### src/hdl/kts_pkg.sv
// Shared types, token codes and character helpers for the keyword token scanner.
// No dependencies; imported by every module of the block.
package kts_pkg;

    // Width of the running byte position (wraps at this width)
    localparam int POS_BITS   = 16;
    localparam int KW_SLOTS   = 5;
    localparam int KW_COUNT   = 6;
    localparam int FIFO_DEPTH = 4;
    localparam int PTR_BITS   = $clog2(FIFO_DEPTH);
    localparam int CNT_BITS   = $clog2(FIFO_DEPTH + 1);

    localparam logic [15:0] LEN_MAX = 16'hFFFF;

    // Token kinds
    localparam logic [4:0] KIND_END     = 5'd0;
    localparam logic [4:0] KIND_VAR     = 5'd1;
    localparam logic [4:0] KIND_IDENT   = 5'd7;
    localparam logic [4:0] KIND_NUM     = 5'd8;
    localparam logic [4:0] KIND_PLUS    = 5'd9;
    localparam logic [4:0] KIND_MINUS   = 5'd10;
    localparam logic [4:0] KIND_STAR    = 5'd11;
    localparam logic [4:0] KIND_SLASH   = 5'd12;
    localparam logic [4:0] KIND_ASSIGN  = 5'd13;
    localparam logic [4:0] KIND_CMP     = 5'd14;
    localparam logic [4:0] KIND_NOT     = 5'd15;
    localparam logic [4:0] KIND_SEMI    = 5'd16;
    localparam logic [4:0] KIND_COLON   = 5'd17;
    localparam logic [4:0] KIND_PERIOD  = 5'd18;
    localparam logic [4:0] KIND_COMMA   = 5'd19;
    localparam logic [4:0] KIND_LPAREN  = 5'd20;
    localparam logic [4:0] KIND_RPAREN  = 5'd21;
    localparam logic [4:0] KIND_LBRACK  = 5'd22;
    localparam logic [4:0] KIND_RBRACK  = 5'd23;
    localparam logic [4:0] KIND_LBRACE  = 5'd24;
    localparam logic [4:0] KIND_RBRACE  = 5'd25;
    localparam logic [4:0] KIND_UNKNOWN = 5'd26;

    // Compare operators
    localparam logic [2:0] OP_EQ = 3'd0;
    localparam logic [2:0] OP_GE = 3'd1;
    localparam logic [2:0] OP_GT = 3'd2;
    localparam logic [2:0] OP_LE = 3'd3;
    localparam logic [2:0] OP_LT = 3'd4;
    localparam logic [2:0] OP_NE = 3'd5;

    typedef logic [7:0] char_t;

    localparam char_t CH_NUL   = 8'h00;
    localparam char_t CH_EQ    = "=";
    localparam char_t CH_GT    = ">";
    localparam char_t CH_LT    = "<";
    localparam char_t CH_BANG  = "!";
    localparam char_t CH_DOT   = ".";

    // Letter slots of a pending identifier, slot 0 is the first letter
    typedef char_t [KW_SLOTS-1:0] kw_letters_t;

    localparam kw_letters_t KW_TEXT [KW_COUNT] = '{
        {CH_NUL, CH_NUL, "r", "a", "v"},
        {CH_NUL, "c", "n", "u", "f"},
        {CH_NUL, CH_NUL, CH_NUL, "f", "i"},
        {"e", "l", "i", "h", "w"},
        {CH_NUL, CH_NUL, "r", "o", "f"},
        {CH_NUL, "t", "i", "n", "i"}
    };
    localparam logic [2:0] KW_LEN [KW_COUNT] = '{3'd3, 3'd4, 3'd2, 3'd5, 3'd3, 3'd4};

    // One result beat
    typedef struct packed {
        logic [4:0]  kind;
        logic [2:0]  op;
        logic [15:0] start;
        logic [15:0] len;
        logic        last_of_run;
    } token_t;

    // Up to two tokens produced by one byte
    typedef struct packed {
        logic   v0;
        logic   v1;
        token_t t0;
        token_t t1;
    } scan_out_t;

    // Result queue status seen by the top level
    typedef struct packed {
        logic [CNT_BITS-1:0] count;
        logic                room;
    } fifo_status_t;

    function automatic logic is_alpha(char_t c);
        return c inside {[8'h61:8'h7A], [8'h41:8'h5A]};
    endfunction

    function automatic logic is_digit(char_t c);
        return c inside {[8'h30:8'h39]};
    endfunction

    function automatic logic is_space(char_t c);
        return c inside {8'h20, [8'h09:8'h0D]};
    endfunction

    // Single-byte token kinds; anything else is unknown
    function automatic logic [4:0] punct_kind(char_t c);
        logic [4:0] k;
        case (c)
            "+":     k = KIND_PLUS;
            "-":     k = KIND_MINUS;
            "*":     k = KIND_STAR;
            "/":     k = KIND_SLASH;
            ";":     k = KIND_SEMI;
            ":":     k = KIND_COLON;
            CH_DOT:  k = KIND_PERIOD;
            ",":     k = KIND_COMMA;
            "(":     k = KIND_LPAREN;
            ")":     k = KIND_RPAREN;
            "[":     k = KIND_LBRACK;
            "]":     k = KIND_RBRACK;
            "{":     k = KIND_LBRACE;
            "}":     k = KIND_RBRACE;
            default: k = KIND_UNKNOWN;
        endcase
        return k;
    endfunction

    // Keyword lookup for a finished identifier
    function automatic logic [4:0] ident_kind(kw_letters_t l, logic [15:0] len);
        logic [4:0] k;
        logic       hit;
        k = KIND_IDENT;
        if (len <= 16'(KW_SLOTS))
        begin
            for (int w = 0; w < KW_COUNT; w++)
            begin
                hit = (len == 16'(KW_LEN[w]));
                for (int i = 0; i < KW_SLOTS; i++)
                begin
                    if (3'(i) < KW_LEN[w] && l[i] != KW_TEXT[w][i])
                        hit = 1'b0;
                end
                if (hit)
                    k = KIND_VAR + 5'(w);
            end
        end
        return k;
    endfunction

endpackage

### src/hdl/kts_scan.sv
// Scanner state and the per-byte token decision (up to two tokens per byte).
// Depends on kts_pkg.
module kts_scan
    import kts_pkg::*;
(
    input  logic      clk,
    input  logic      rst_n,
    input  logic      take,
    input  char_t     c,
    output scan_out_t res
);

    typedef enum logic [2:0] {
        M_IDLE, M_IDENT, M_INT, M_FRAC, M_EQ, M_GT, M_LT, M_BANG
    } mode_t;

    mode_t                mode_reg, mode_next;
    logic [POS_BITS-1:0]  pos_reg, pos_next;
    logic [15:0]          pstart_reg, pstart_next;
    logic [15:0]          plen_reg, plen_next;
    kw_letters_t          kw_reg, kw_next;

    logic        f_valid;
    token_t      f_tok;
    logic        s_valid;
    token_t      s_tok;
    mode_t       s_mode;
    logic [15:0] pos16;
    logic [15:0] plen_inc;
    logic        do_scan;
    logic        a_v, b_v;
    token_t      a_tok, b_tok;

    assign pos16    = 16'(pos_reg);
    assign plen_inc = (plen_reg == LEN_MAX) ? plen_reg : plen_reg + 16'd1;

    // Pending token given when its run ends
    always_comb
    begin
        f_valid           = (mode_reg != M_IDLE);
        f_tok.kind        = KIND_UNKNOWN;
        f_tok.op          = OP_EQ;
        f_tok.start       = pstart_reg;
        f_tok.len         = 16'd1;
        f_tok.last_of_run = 1'b0;
        case (mode_reg)
            M_IDENT:
            begin
                f_tok.kind = ident_kind(kw_reg, plen_reg);
                f_tok.len  = plen_reg;
            end
            M_INT, M_FRAC:
            begin
                f_tok.kind = KIND_NUM;
                f_tok.len  = plen_reg;
            end
            M_EQ:    f_tok.kind = KIND_ASSIGN;
            M_GT:
            begin
                f_tok.kind = KIND_CMP;
                f_tok.op   = OP_GT;
            end
            M_LT:
            begin
                f_tok.kind = KIND_CMP;
                f_tok.op   = OP_LT;
            end
            M_BANG:  f_tok.kind = KIND_NOT;
            default: f_tok.kind = KIND_UNKNOWN;
        endcase
    end

    // Fresh scan of a byte with nothing pending
    always_comb
    begin
        s_mode            = M_IDLE;
        s_valid           = 1'b0;
        s_tok.kind        = punct_kind(c);
        s_tok.op          = OP_EQ;
        s_tok.start       = pos16;
        s_tok.len         = 16'd1;
        s_tok.last_of_run = 1'b0;
        if (is_alpha(c))
            s_mode = M_IDENT;
        else if (is_digit(c))
            s_mode = M_INT;
        else if (c == CH_EQ)
            s_mode = M_EQ;
        else if (c == CH_GT)
            s_mode = M_GT;
        else if (c == CH_LT)
            s_mode = M_LT;
        else if (c == CH_BANG)
            s_mode = M_BANG;
        else if (!is_space(c))
            s_valid = 1'b1;
    end

    // Mode update and token selection
    always_comb
    begin
        mode_next   = mode_reg;
        pos_next    = pos_reg + 1'b1;
        pstart_next = pstart_reg;
        plen_next   = plen_reg;
        kw_next     = kw_reg;
        do_scan     = 1'b0;
        a_v         = 1'b0;
        b_v         = 1'b0;
        a_tok       = f_tok;
        b_tok       = s_tok;

        if (c == CH_NUL)
        begin
            // end of text: flush, end token, back to reset values
            a_v               = f_valid;
            b_v               = 1'b1;
            b_tok.kind        = KIND_END;
            b_tok.op          = OP_EQ;
            b_tok.start       = pos16;
            b_tok.len         = 16'd0;
            mode_next         = M_IDLE;
            pos_next          = '0;
            pstart_next       = '0;
            plen_next         = '0;
            kw_next           = '0;
        end
        else
        begin
            case (mode_reg)
                M_IDENT:
                begin
                    if (is_alpha(c))
                    begin
                        plen_next = plen_inc;
                        if (plen_reg < 16'(KW_SLOTS))
                            kw_next[plen_reg[2:0]] = c;
                    end
                    else
                        do_scan = 1'b1;
                end
                M_INT:
                begin
                    if (is_digit(c))
                        plen_next = plen_inc;
                    else if (c == CH_DOT)
                    begin
                        plen_next = plen_inc;
                        mode_next = M_FRAC;
                    end
                    else
                        do_scan = 1'b1;
                end
                M_FRAC:
                begin
                    if (is_digit(c))
                        plen_next = plen_inc;
                    else
                        do_scan = 1'b1;
                end
                M_EQ, M_GT, M_LT, M_BANG:
                begin
                    if (c == CH_EQ)
                    begin
                        b_v        = 1'b1;
                        b_tok.kind = KIND_CMP;
                        b_tok.start = pstart_reg;
                        b_tok.len  = 16'd2;
                        case (mode_reg)
                            M_EQ:    b_tok.op = OP_EQ;
                            M_GT:    b_tok.op = OP_GE;
                            M_LT:    b_tok.op = OP_LE;
                            default: b_tok.op = OP_NE;
                        endcase
                        mode_next = M_IDLE;
                    end
                    else
                        do_scan = 1'b1;
                end
                default: do_scan = 1'b1;
            endcase

            if (do_scan)
            begin
                a_v       = f_valid;
                b_v       = s_valid;
                mode_next = s_mode;
                if (s_mode != M_IDLE)
                begin
                    pstart_next = pos16;
                    plen_next   = 16'd1;
                end
                if (s_mode == M_IDENT)
                begin
                    kw_next    = '0;
                    kw_next[0] = c;
                end
            end
        end

        // final token of this byte carries the run flag
        a_tok.last_of_run = !b_v;
        b_tok.last_of_run = 1'b1;

        res.v0 = a_v || b_v;
        res.v1 = a_v && b_v;
        res.t0 = a_v ? a_tok : b_tok;
        res.t1 = b_tok;
    end

    // Scanner state
    always_ff @(posedge clk or negedge rst_n)
    begin
        if (!rst_n)
        begin
            mode_reg   <= M_IDLE;
            pos_reg    <= '0;
            pstart_reg <= '0;
            plen_reg   <= '0;
            kw_reg     <= '0;
        end
        else if (take)
        begin
            mode_reg   <= mode_next;
            pos_reg    <= pos_next;
            pstart_reg <= pstart_next;
            plen_reg   <= plen_next;
            kw_reg     <= kw_next;
        end
    end

endmodule

### src/hdl/kts_fifo.sv
// Small result queue: takes up to two tokens a cycle, gives one per beat.
// Depends on kts_pkg.
module kts_fifo
    import kts_pkg::*;
(
    input  logic         clk,
    input  logic         rst_n,
    input  logic         push,
    input  scan_out_t    din,
    input  logic         pop,
    output token_t       head,
    output fifo_status_t status
);

    token_t              mem_reg [FIFO_DEPTH];
    logic [PTR_BITS-1:0] wr_ptr_reg, wr_ptr_next;
    logic [PTR_BITS-1:0] rd_ptr_reg, rd_ptr_next;
    logic [CNT_BITS-1:0] count_reg, count_next;
    logic                w0, w1;
    logic [PTR_BITS-1:0] wr_ptr_1;

    assign w0       = push && din.v0;
    assign w1       = push && din.v1;
    assign wr_ptr_1 = wr_ptr_reg + 1'b1;

    // Pointer and fill bookkeeping
    always_comb
    begin
        wr_ptr_next = wr_ptr_reg + PTR_BITS'(w0) + PTR_BITS'(w1);
        rd_ptr_next = rd_ptr_reg + PTR_BITS'(pop);
        count_next  = count_reg + CNT_BITS'(w0) + CNT_BITS'(w1) - CNT_BITS'(pop);
    end

    always_ff @(posedge clk or negedge rst_n)
    begin
        if (!rst_n)
        begin
            wr_ptr_reg <= '0;
            rd_ptr_reg <= '0;
            count_reg  <= '0;
        end
        else
        begin
            wr_ptr_reg <= wr_ptr_next;
            rd_ptr_reg <= rd_ptr_next;
            count_reg  <= count_next;
        end
    end

    // Token storage
    always_ff @(posedge clk)
    begin
        if (w0)
            mem_reg[wr_ptr_reg] <= din.t0;
        if (w1)
            mem_reg[wr_ptr_1] <= din.t1;
    end

    assign head         = mem_reg[rd_ptr_reg];
    assign status.count = count_reg;
    assign status.room  = (count_reg <= CNT_BITS'(FIFO_DEPTH - 2));

endmodule

### src/hdl/keyword_token_scanner_unit.sv
// Top level of the keyword token scanner: input byte register, scanner, result queue.
// Depends on kts_pkg, kts_scan and kts_fifo.

// Source text enters one byte per beat on char_code (0 ends the text) and tokens
// leave one per beat as kind, compare operator, start offset and length, with
// last_of_run set on the final token caused by a byte. A byte is held in an input
// register and scanned from it into a four-entry result queue when the queue has
// room, and the first token of a byte is visible once written into the queue. The
// block takes one byte every cycle while each byte gives at most one token and the
// receiver keeps out_ready high; a byte that ends a pending token and starts another
// (or the end-of-text byte after a pending token) gives two tokens, and since the
// output port moves one token per beat its tokens leave on separate beats. The
// scanner advances only when the queue has room for two tokens. No clearing pass
// follows reset.
module keyword_token_scanner_unit
    import kts_pkg::*;
(
    input  logic        clk,
    input  logic        rst_n,
    input  logic        in_valid,
    output logic        in_ready,
    input  logic [7:0]  char_code,
    output logic        out_valid,
    input  logic        out_ready,
    output logic [4:0]  token_kind,
    output logic [2:0]  compare_op,
    output logic [15:0] start_offset,
    output logic [15:0] token_length,
    output logic        last_of_run
);

    logic         ir_valid_reg;
    char_t        ir_char_reg;
    logic         take;
    logic         pop;
    scan_out_t    scan_res;
    token_t       head;
    fifo_status_t fifo_st;

    assign take     = ir_valid_reg && fifo_st.room;
    assign in_ready = !ir_valid_reg || take;
    assign pop      = out_valid && out_ready;

    // Input byte register
    always_ff @(posedge clk or negedge rst_n)
    begin
        if (!rst_n)
            ir_valid_reg <= 1'b0;
        else if (in_valid && in_ready)
            ir_valid_reg <= 1'b1;
        else if (take)
            ir_valid_reg <= 1'b0;
    end

    always_ff @(posedge clk)
    begin
        if (in_valid && in_ready)
            ir_char_reg <= char_code;
    end

    kts_scan u_scan (
        .clk   (clk),
        .rst_n (rst_n),
        .take  (take),
        .c     (ir_char_reg),
        .res   (scan_res)
    );

    kts_fifo u_fifo (
        .clk    (clk),
        .rst_n  (rst_n),
        .push   (take),
        .din    (scan_res),
        .pop    (pop),
        .head   (head),
        .status (fifo_st)
    );

    assign out_valid    = (fifo_st.count != '0);
    assign token_kind   = head.kind;
    assign compare_op   = head.op;
    assign start_offset = head.start;
    assign token_length = head.len;
    assign last_of_run  = head.last_of_run;

`ifndef NO_ASSERTIONS
    // queue never overfills
    a_fifo_bound: assert property (@(posedge clk) disable iff (!rst_n)
        fifo_st.count <= CNT_BITS'(FIFO_DEPTH))
        else $error("result queue overfilled");

    // the scanner only advances when two free slots exist
    a_take_room: assert property (@(posedge clk) disable iff (!rst_n)
        take |-> fifo_st.count <= CNT_BITS'(FIFO_DEPTH - 2))
        else $error("scan advanced without queue room");

    // an end token always closes its byte's run and has no length
    a_end_last: assert property (@(posedge clk) disable iff (!rst_n)
        (out_valid && token_kind == KIND_END) |-> (last_of_run && token_length == 16'd0))
        else $error("end token malformed");

    // only compare tokens carry an operator
    a_op_zero: assert property (@(posedge clk) disable iff (!rst_n)
        (out_valid && token_kind != KIND_CMP) |-> compare_op == OP_EQ)
        else $error("operator on non-compare token");
`endif

endmodule
### config.mk
export PLATFORM = sky130hd
export DESIGN_NAME = keyword_token_scanner_unit
export DESIGN_NICKNAME = d
export VERILOG_FILES = /design/src/hdl/kts_pkg.sv /design/src/hdl/kts_scan.sv /design/src/hdl/kts_fifo.sv /design/src/hdl/keyword_token_scanner_unit.sv
export SDC_FILE = /design/constraint.sdc
export NUM_CORES = 1
export LEC_CHECK = 0
export BUFFER_PORTS_ARGS = -buffer_cell sky130_fd_sc_hd__buf_2
export CORE_ASPECT_RATIO = 1.2
export CORE_MARGIN = 2
export CORE_UTILIZATION = 40
export CTS_BUF_LIST = sky130_fd_sc_hd__clkbuf_16
export CTS_CLUSTER_SIZE = 30
export DETAILED_ROUTE_END_ITERATION = 12
export PLACE_DENSITY = 0.65
export SLEW_MARGIN = 30
export SYNTH_ARGS = -nofsm -noshare
export SYNTH_HDL_FRONTEND = slang
export SYNTH_SLANG_ARGS = --single-unit
### constraint.sdc
create_clock -name clk -period 4.2 [get_ports clk]
set_input_delay 0.42 -clock clk [delete_from_list [all_inputs] [get_ports clk]]
set_output_delay 0.42 -clock clk [all_outputs]
set_load 0.05 [all_outputs]
# [Word level (Yosys, flattened, before mapping)]
# Memories as Yosys holds them, arrays and structs flattened.
# Cells that the tools add are included.
[totals] ff_bits=107 ramBits=164 in_bits=12 wordCells=229 memories=1
[memory_table] memory="u_fifo.mem_reg" depth=4 width=41 read_ports=1 rd_clocked_by_memory_dff=0 wr=2 line_no="kts_fifo.sv:15" text="token_t mem_reg [FIFO_DEPTH];"
[classes] add_sub_neg=9 n_lt_le_gt_ge=13 eq_ne=52 mux=109 reduce_logical=31
[ops] operator="two-way mux 40 bit" n=9
[ops] operator="two-way mux 16 bit" n=13
[ops] operator="inequality test 8 x 7 -> 1 bit, second input constant" n=17
[ops] operator="== test 8 x 6 -> 1 bit, second input constant" n=15
[ops] operator="one-hot mux 5 bit (14 select lines)" n=1
[ops] operator="two-way mux 1 bit" n=58
[ops] operator="two-way mux 3 bit" n=18
[ops] operator="one-hot mux 16 bit (3 select lines)" n=1
[ops] operator="two-way mux 41 bit" n=1
[ops] operator="bitwise mux 40 bit" n=1
[ops] operator="adder 16 x 1 -> 16 bit, second input constant" n=2
[ops] operator="== test 16 x 2 -> 1 bit, second input constant" n=2
[ops] operator="== test 16 x 3 -> 1 bit, second input constant" n=2
[ops] operator="== test 8 x 7 -> 1 bit, second input constant" n=4
[ops] operator="one-hot mux 5 bit (5 select lines)" n=1
[ops] operator="demux 8 bit (select 3 bit)" n=1
[ops] operator="== test 16 bit, second input constant" n=1
[ops] operator="greater-or-equal comparator 8 x 7 -> 1 bit, second input constant" n=2
[ops] operator="<= comparator 16 x 3 -> 1 bit, second input constant" n=1
[ops] operator="<= comparator 8 x 7 -> 1 bit, second input constant" n=2
[ops] operator="less-than comparator 16 x 3 -> 1 bit, second input constant" n=1
[ops] operator="== test 3 bit, second input constant" n=4
[ops] operator="one-hot mux 3 bit (2 select lines)" n=2
[ops] operator="logical AND 1 bit" n=11
[ops] operator="other kinds (29)" n=44

# [Longest topological paths before layout]
# Gate-level depths: netlist of run 1.
[logic_depth] word_depth=17 mapped_depth=14

# [Hierarchy]
# Synthesis of run 1 repeated with hierarchy kept, for this count alone.
[hier_totals] hier_cells=1164 hier_area_um2=14935.6
[by_module_without_submodules] module="kts_fifo" instances=1 cells_per_inst=438 area_per_inst_um2=8501.9 seq_area_each_um2=5099.9
[by_module_without_submodules] module="kts_scan" instances=1 cells_per_inst=711 area_per_inst_um2=6123.4 seq_area_each_um2=2277.2
[by_module_without_submodules] module="keyword_token_scanner_unit" instances=1 cells_per_inst=15 area_per_inst_um2=310.3 seq_area_each_um2=265.3

# [Least setup slack after synthesis of run 1]
# Ideal clock, no wire load.
[synth_timing] path_type="reg2reg" startpoint="reg ir_char_reg[1]" endpoint="reg u_fifo.count_reg[2]" setup_time_ns=0.123 arrival_time_ns=2.883 t_required_ns=4.077 slack_ns=1.194 path_stages_with_launch=13 synth_period_minus_slack_ns=3.006 path_cell_list="edfxtp_1 > buf_2 > or3_1 > nand4_1 > o31ai_4 > or3_1 > nand2_1 > nand2_1 > ha_1 > inv_1 > fa_1 > fa_1 > xnor2_1"
[synth_via] elab_chain_len=17 word_cells_on_any_way=48
[synth_lines] element="start, declared" line_no="keyword_token_scanner_unit.sv:33" text="char_t ir_char_reg;"
[synth_lines] element="start signal, assigned" line_no="keyword_token_scanner_unit.sv:58" text="ir_char_reg <= char_code;"
[synth_lines] element="greater-or-equal comparator 8 x 4 -> 1 bit or <= comparator 8 x 4 -> 1 bit (tied branches)" line_no="kts_pkg.sv:101" text="return c inside {8'h20, [8'h09:8'h0D]};"
[synth_lines] element="logical AND 1 bit" line_no="kts_pkg.sv:101"
[synth_lines] element="nonzero test 2 bit" line_no="kts_pkg.sv:101"
[synth_lines] element="two-way mux 1 bit" line_no="kts_scan.sv:95" text="else if (!is_space(c))"
[synth_lines] element="two-way mux 1 bit" line_no="kts_scan.sv:93" text="else if (c == CH_BANG)"
[synth_lines] element="two-way mux 1 bit" line_no="kts_scan.sv:91" text="else if (c == CH_LT)"
[synth_lines] element="two-way mux 1 bit" line_no="kts_scan.sv:89" text="else if (c == CH_GT)"
[synth_lines] element="two-way mux 1 bit" line_no="kts_scan.sv:87" text="else if (c == CH_EQ)"
[synth_lines] element="(+2 left out)"
[synth_lines] element="two-way mux 1 bit" line_no="kts_scan.sv:183" text="if (do_scan)"
[synth_lines] element="two-way mux 1 bit" line_no="kts_scan.sv:113" text="if (c == CH_NUL)"
[synth_lines] element="logical OR 1 bit" line_no="kts_scan.sv:205" text="res.v0 = a_v || b_v;"
[synth_lines] element="logical AND 1 bit" line_no="kts_fifo.sv:22" text="assign w0 = push && din.v0;"
[synth_lines] element="adder 3 x 1 -> 3 bit" line_no="kts_fifo.sv:31" text="count_next = count_reg + CNT_BITS'(w0) + CNT_BITS'(w1) - CNT_BITS'(pop);"
[synth_lines] element="adder 3 x 1 -> 3 bit *" line_no="kts_fifo.sv:31"
[synth_lines] element="subtractor 3 x 1 -> 3 bit *" line_no="kts_fifo.sv:31"
[synth_lines] element="via u_fifo.count_next[2]" line_no="kts_fifo.sv:18" text="logic [CNT_BITS-1:0] count_reg, count_next;"
[synth_lines] element="end signal, assigned" line_no="kts_fifo.sv:46" text="count_reg <= count_next;"
[synth_lines] element="end, declared" line_no="kts_fifo.sv:18"
# Mark *: on every way through the listed nets, which the timed path passes. The rest lies on a longest branch. The select of a mux whose other input is x is not followed.
# A chain may end at the register's enable or synchronous reset.

==> out/metrics.cfg, run 1 <==
[clock_network]
clockBufferDepth=3
clockRootBuffer=clkbuf_16
clk_latency_ps=550
numCtsBuffers=28
cts_post_setup_buffers_inserted=0
cts_tree=done
path_clk_slew_ps=60
cts-htree-levels=1
post_cts_resized=0
cts.sinks=271
postCtsHoldBufs=1

[sta]
clock.fmax_mhz=283
rsz0062_at_grt=false
setup_violations=0
maxSlewViolCount=0
slew_headroom_pct=35.5
hold_viol=0
post-route-period-util_pct=84.1
setup_tns_ps=0
fin_crit_ps=3530
fin_skew_ps=12.4
tightestPinTransition_ps=967
fin_ws_ps=668

[floorplanning]
num_rows=72
core_area_um2=32400
die_h_um=203
start_util_pct=40.8
chipWidth_um=170
pin_count=55
design.die.area_um2=34500

[critical_path]
criticalPathCategory=flop to flop
reg2reg_slack_ps=670
r2r-start=ir_char_reg[1]$_DFFE_PP_
cp_max_fo=62
cp-startpoint=ir_char_reg[1]$_DFFE_PP_
cp.arrival_ps=3740
crit_family=compound AO/OA/AOI/OAI gates
critical_path.max_stage_delay_ps=780
crit_chain=o21ai_0 -> a22oi_1 -> o21ai_4 -> nand2_4 -> buf_4 -> o31ai_4 -> and2_0 -> inv_1 -> buf_4
cp_num_buf_inv=3
critPathRequiredTime_ps=4400
cpMaxStageDelayCell=edfxtp_1
worst_setup_path_end_kind=flop
worstSetupStartpointType=flop
cp_common_cell=buf_4

[final_layout]
area_growth_pct=10.8
largest_register_ffs=164
drive_gt1_share_pct=19.6
nets=1106
final_common_cell=a32o_1
final_cell_mix=120 x a32o_1, 112 x edfxtp_1, 97 x dfrtp_1
instances_no_fill=1513

[synthesis]
seq_area_frac_synth_pct=53.3
ys_seq_elements=271
syn_area_um2=13200
avgSynthCellArea_um2=12.3
synth_edf_count=112
ys_async_sr_fraction_pct=36.5
synth_ff_type=edfxtp_1
syn_inst=1075
syn_nets=1098
yosysUniqueCellTypes=80
yosys_warnings=0

[detailed_routing]
vias=9406
drtAntennaViolNets=0
wl_per_cell_um=21.8
dr.pass1.iters=5
viasPerCell=6.22
drt_iter0_drc=952
drc=0
wl_mm=33.0

[placement]
dp_worst_setup_slack_ps=718
port_buffers=54
gp_congestion=0.924
hpwl_mm=21.6
place_inst=1459

[pwr]
p_leak_nw=5.42
pwr_density_cell_nw_per_um2=708
irDropWorstVdd_uv=296

[global_route]
grt_util_met1_pct=25.7
overflow=0
met2_usage_pct=31.7
grt_max_degree=73
grt_pass1_vias=9177
met3_usage_pct=2.52
grt_pass1_wl_mm=52.0
grtUsageTotal_pct=19.1
busiest_layer=met2
antenna_found_initial=0

[hold_path]
holdCritPathClass=input port to flop
hold_path_startpoint=char_code[1]

[outcome]
outcome=finished, final reports clean

[job]
maxCapViolCount=0

through the flow:
stage | power [mW] | hold slack, ps | util, % | cell area [µm²]
floorplan | 6.91 | 124 | - | 13200
global placement | 7.92 | 442 | 42.3 | 13700
detailed placement | 7.98 | 448 | 42.3 | 13700
CTS | 10.4 | 27.6 | 45.2 | 14600
global route | 10.9 | 31.3 | 45.2 | 14600
finish | 10.4 | 49.6 | 45.2 | 14700
synthesized netlist by cell type (12+ instances only):
cell        n  area, µm²
nand4_1    13       81.3
clkbuf_1   60        225
edfxtp_1  112       3360
and3_1     13       81.3
nor2b_1    14       87.6
buf_1      16       60.1
inv_1      16       60.1
a32o_1    120       1200
nor4_1     12       75.1
o22ai_1    21        131
o21a_1     12       90.1
a21oi_1    23        115
a22o_1     47        412
nor3_1     23        115
o21ai_0    24        120
dfrtp_1    99       2480
dfxtp_1    60       1200
nand2_1    53        199
mux4_2     41        923
nand3_1    22        110
nor2_1     72        270
buf_2      13       65.1
path summary, 6_finish.rpt:
check	endpoint	cells past startpoint
max	u_fifo.mem_reg[2][21]$_DFFE_PP_	9
min	ir_char_reg[1]$_DFFE_PP_	1
max reg2reg	u_fifo.mem_reg[2][21]$_DFFE_PP_	9
min reg2reg	u_fifo.mem_reg[2][8]$_SDFFE_PP0N_	1
max in group asynchronous	u_scan.pos16[6]$_DFFE_PN0P_	3
min in group asynchronous	u_scan.kw_reg[23]$_DFFE_PN0P_	2
routing by layer:
layer	wire length, µm	vias up
met4	781	0
met2	16000	396
met1	14000	4683
met3	2200	55
met5	0	-
li1	-	4272
layout make-up:
cell class | count | area, µm²
Multi-Input combinational cell | 678 | 5590
Sequential cell | 271 | 7050
Tap cell | 407 | 509
Antenna cell | 1 | 2.50
Fill cell | 2919 | 17800
Timing Repair Buffer | 86 | 515
Clock buffer | 32 | 801
Clock inverter | 20 | 123
Inverter | 18 | 67.6
worst register-to-register path: stages (launching register included):
cell and delay (ps):
edfxtp_1 780, o21ai_0 250, a22oi_1 480, o21ai_4 120, nand2_4 160, buf_4 550
o31ai_4 200, and2_0 220, inv_1 50, buf_4 370
report_power, final:
group | total, mW | leakage (nW) | internal [mW] | switching [mW]
registers | 3.88 | 2.86 | 3.36 | 0.522
clock network | 2.44 | 0.465 | 1.38 | 1.06
logic | 4.05 | 2.10 | 1.28 | 2.77
total | 10.4 | 5.42 | 6.01 | 4.36
cells by family (layout without fill, tap and decap cells):
kind of cell / count (synthesis) / in the layout / share of synthesized area (%)
compound gates: 305 / 305 / 20.1
mux: 42 / 42 / 7.07
flops: 271 / 271 / 53.3
other cells: 0 / 1 / 0
xor+xnor: 20 / 20 / 1.33
buf+inv: 126 / 156 / 4.52
simple gates: 300 / 300 / 12.5
fa+ha+maj: 11 / 11 / 1.21
Note: power is estimated with default switching activity, not from simulation.
==> inputs of run 2 (changes only) <==
--- a/config.mk
+++ b/config.mk
@@ -5,6 +5,7 @@
 export SDC_FILE = /design/constraint.sdc
 export NUM_CORES = 1
 export LEC_CHECK = 0
+export ABC_AREA = 1
 export BUFFER_PORTS_ARGS = -buffer_cell sky130_fd_sc_hd__buf_2
 export CORE_ASPECT_RATIO = 1.2
 export CORE_MARGIN = 2
@@ -12,7 +13,7 @@
 export CTS_BUF_LIST = sky130_fd_sc_hd__clkbuf_16
 export CTS_CLUSTER_SIZE = 30
 export DETAILED_ROUTE_END_ITERATION = 12
-export PLACE_DENSITY = 0.65
+export PLACE_DENSITY = 0.67
 export SLEW_MARGIN = 30
 export SYNTH_ARGS = -nofsm -noshare
 export SYNTH_HDL_FRONTEND = slang
==> constraint.sdc (replaced) <==
create_clock -name clk -period 3 [get_ports clk]
set_input_delay 0.3 -clock clk [delete_from_list [all_inputs] [get_ports clk]]
set_output_delay 0.3 -clock clk [all_outputs]
set_load 0.05 [all_outputs]
==> out/metrics.cfg, run 2 <==
[final_layout]
ff_latch_area_um2=7040  ; about the same
final_area_um2=16400  ; +12%
drive_gt1_share_pct=10.9  ; -8.7 points
instances_no_fill=2434  ; +61%
final_cell_mix=470 x nand2_1, 224 x nand3_1, 212 x o21ai_0
largest_register_ffs=164  ; unchanged
final_common_cell=nand2_1
multiInputGateArea_um2=6440  ; +15%
num-fill-cells=3593  ; +23%
area_growth_pct=13.2
nets=1966  ; +78%

[synthesis]
synthTopCellsByCount=470 x nand2_1, 224 x nand3_1, 212 x o21ai_0
syn_nets=1906  ; +74%
synth_edf_count=112  ; unchanged
yosys.area_share.simple_pct=29.4  ; +17 points
synth_fa_ha_area_share_pct=1.10  ; -0.11 points
synth_top_area_share_pct=23.2  ; -2.3 points
syn_inst=1883  ; +75%
synth_most_common_cell=nand2_1
synth_top_family_by_area=simple AND/OR/NAND/NOR gates
yosysUniqueCellTypes=47  ; -41%
ys_async_sr_fraction_pct=36.5  ; unchanged
synth_mux_area_share_pct=0  ; -7.1 points
synthTopCellsByArea=edfxtp_1 23%, dfrtp_1 17%, nand2_1 12%
seq_area_frac_synth_pct=48.5  ; -4.7 points
yosys_warnings=0  ; unchanged
avgSynthCellArea_um2=7.70  ; -37%
synth-compound-area-share_pct=13.4  ; -6.7 points
syn_area_um2=14500  ; +9.8%
synth_ff_type=edfxtp_1
ys_seq_elements=271  ; unchanged
synth_top_cell_by_area=edfxtp_1
synth_xor_xnor_area_share_pct=0.302  ; -1.0 points

[placement]
place_inst=2366  ; +62%
hpwl_mm=27.3  ; +26%
port_buffers=54  ; unchanged
gp_congestion=0.907  ; -1.8%
dpl_cell_area_um2=15400  ; +12%

[global_route]
overflow=0  ; unchanged
antenna_found_initial=0  ; unchanged
grt_pass1_vias=12800  ; +39%
grt_max_degree=89  ; +22%
grt_pass1_wl_mm=66.7  ; +28%
grtUsageTotal_pct=22.0  ; +3.0 points

[floorplanning]
start_util_pct=40.5  ; -0.29 points
chipWidth_um=178  ; +4.7%
num_rows=76  ; +5.6%
core_area_um2=35800  ; +11%
pin_count=55  ; unchanged
die_h_um=213  ; +4.7%
design.die.area_um2=37800  ; +9.5%

[outcome]
outcome=finished, final reports clean

[sta]
fin_crit_ps=2900
setup_tns_ps=0  ; unchanged
fin_skew_ps=9.46  ; -2.90 ps
tightestPinTransition_ps=855  ; -111 ps
setup_violations=0  ; unchanged
whs_ps=268  ; +219 ps
post-route-period-util_pct=96.5
slew_headroom_pct=43.0  ; +7.4 points
clock.fmax_mhz=345
maxSlewViolCount=0  ; unchanged
hold_viol=0  ; unchanged

[hold_path]
holdCritPathClass=input port to flop

[critical_path]
worst_setup_path_end_kind=output port
cp.arrival_ps=2600  ; -1140 ps
critPathRequiredTime_ps=2700  ; -1700 ps
criticalPathCategory=flop to output port
worstSetupStartpointType=flop
cp_max_fo=83  ; +34%

[pwr]
pwr-share-comb_pct=49.8  ; +11 points
irDropWorstVdd_uv=559  ; +89%
p_sw_share_pct=48.9  ; +6.9 points
seq_power_share_pct=30.3  ; -7.1 points
p_sw_mw=7.97  ; +83%
intPower_mw=8.31  ; +38%
pwr_density_cell_nw_per_um2=991  ; +40%
p_clk_share_pct=19.9  ; -3.6 points
p_leak_nw=7.04  ; +30%

[clock_network]
clk_latency_ps=550  ; about the same
cts-htree-levels=1  ; unchanged
numCtsBuffers=28  ; unchanged
clockBufferDepth=3  ; unchanged
path_clk_slew_ps=60  ; about the same
cts.sinks=271  ; unchanged
clockRootBuffer=clkbuf_16
cts_tree=done

[detailed_routing]
vias=13300  ; +41%
wl_per_cell_um=17.2  ; -21%
wl_mm=41.9  ; +27%
drt_iter0_drc=1193  ; +25%
viasPerCell=5.46  ; -12%
dr.pass1.iters=5  ; unchanged
drtAntennaViolNets=0  ; unchanged
drc=0  ; unchanged

[job]
maxCapViolCount=0  ; unchanged

## run 2: cell types whose count changed after synthesis, sizes merged, moves of 12 or more
cell,change
a22o,-46
a32o,-120
and2,-12
and3,-13
inv,+127
mux4,-41
nand2,+421
nand3,+206
nand4,+15
nor2,+137
nor2b,-14
o21ai,+242
o22ai,+32
## run 2: metrics by stage
step	power (mW)	worst slack (ps)	utilization [%]
after global placement	12.9	144	43.0
after global routing	17.2	-7.59	45.8
after detailed placement	13.0	83.1	43.0
after floorplan	10.6	57.9	-
after CTS	16.2	64.2	45.6
final	16.3	104	45.8
## run 2: cells by family after synthesis
kind of cell / count (synthesis)
AND/OR/NAND/NOR: 986
flip-flops: 271
adder cells (fa/ha/maj): 11
XOR/XNOR: 5
buffers and inverters: 245
AO/OA/AOI/OAI: 365
## run 2: worst paths after layout
| path | slack (ps) | depth (start not counted) | to | start |
|---|---|---|---|---|
| setup / recovery | 100 | 4 | token_kind[0] | u_fifo.rd_ptr_reg[0]$_DFF_PN0_ |
| hold / removal | 270 | 3 | u_fifo.rd_ptr_reg[0]$_DFF_PN0_ | out_ready |
| setup reg to reg | 130 | 16 | u_fifo.count_reg[2]$_DFF_PN0_ | ir_char_reg[1]$_DFFE_PP_ |
| hold reg to reg | 460 | 2 | u_fifo.mem_reg[2][11]$_SDFFE_PP0N_ | u_fifo.mem_reg[2][11]$_SDFFE_PP0N_ |
| max in group asynchronous | 1920 | 3 | u_fifo.rd_ptr_reg[0]$_DFF_PN0_ | rst_n |
| min in group asynchronous | 340 | 2 | ir_valid_reg$_DFFE_PN0P_ | rst_n |
## run 2: area by class of cell
cell class | count | share of cell area [%]
Inverter | 146 | 3.34
Timing Repair Buffer | 129 | 5.85
Clock buffer | 29 | 4.42
Multi-Input combinational cell | 1367 | 39.2
Tap cell | 468 | 3.57
Sequential cell | 271 | 42.9
Antenna cell | 1 | 0.0152
Clock inverter | 23 | 0.701
## run 2: power by group through the flow
stage,logic (mW),registers (mW),clock network [mW]
after global routing,8.73,5.00,3.44
after CTS,8.02,4.93,3.28
after floorplan,5.72,4.88,0
after global placement,7.88,4.98,0
final,8.11,4.94,3.23
after detailed placement,8.00,5.00,0
## run 2: what timing repair did
| action | CTS | global route |
|---|---|---|
| setup buffers | 0 | 5 |
| hold buffers | 10 | 0 |
| resized for setup | 0 | 7 |
| endpoints found under the setup margin | 0 | 2 |
| hold endpoints to repair | 55 | 0 |
## run 2: critical path: stages, from the launching register on
cell and delay [ps]:
dfrtp_2 370, buf_4 680, o21ai_0 220, o22ai_1 400, buf_2 360
## run 2: metal layers
metal / up-vias / GRT usage, % / wire length (µm)
li1: 6464 / - / -
met1: 6288 / 29.1 / 18100
met2: 470 / 37.6 / 20300
met3: 75 / 2.74 / 2570
met4: 0 / 6.87 / 956
met5: - / 0 / 0
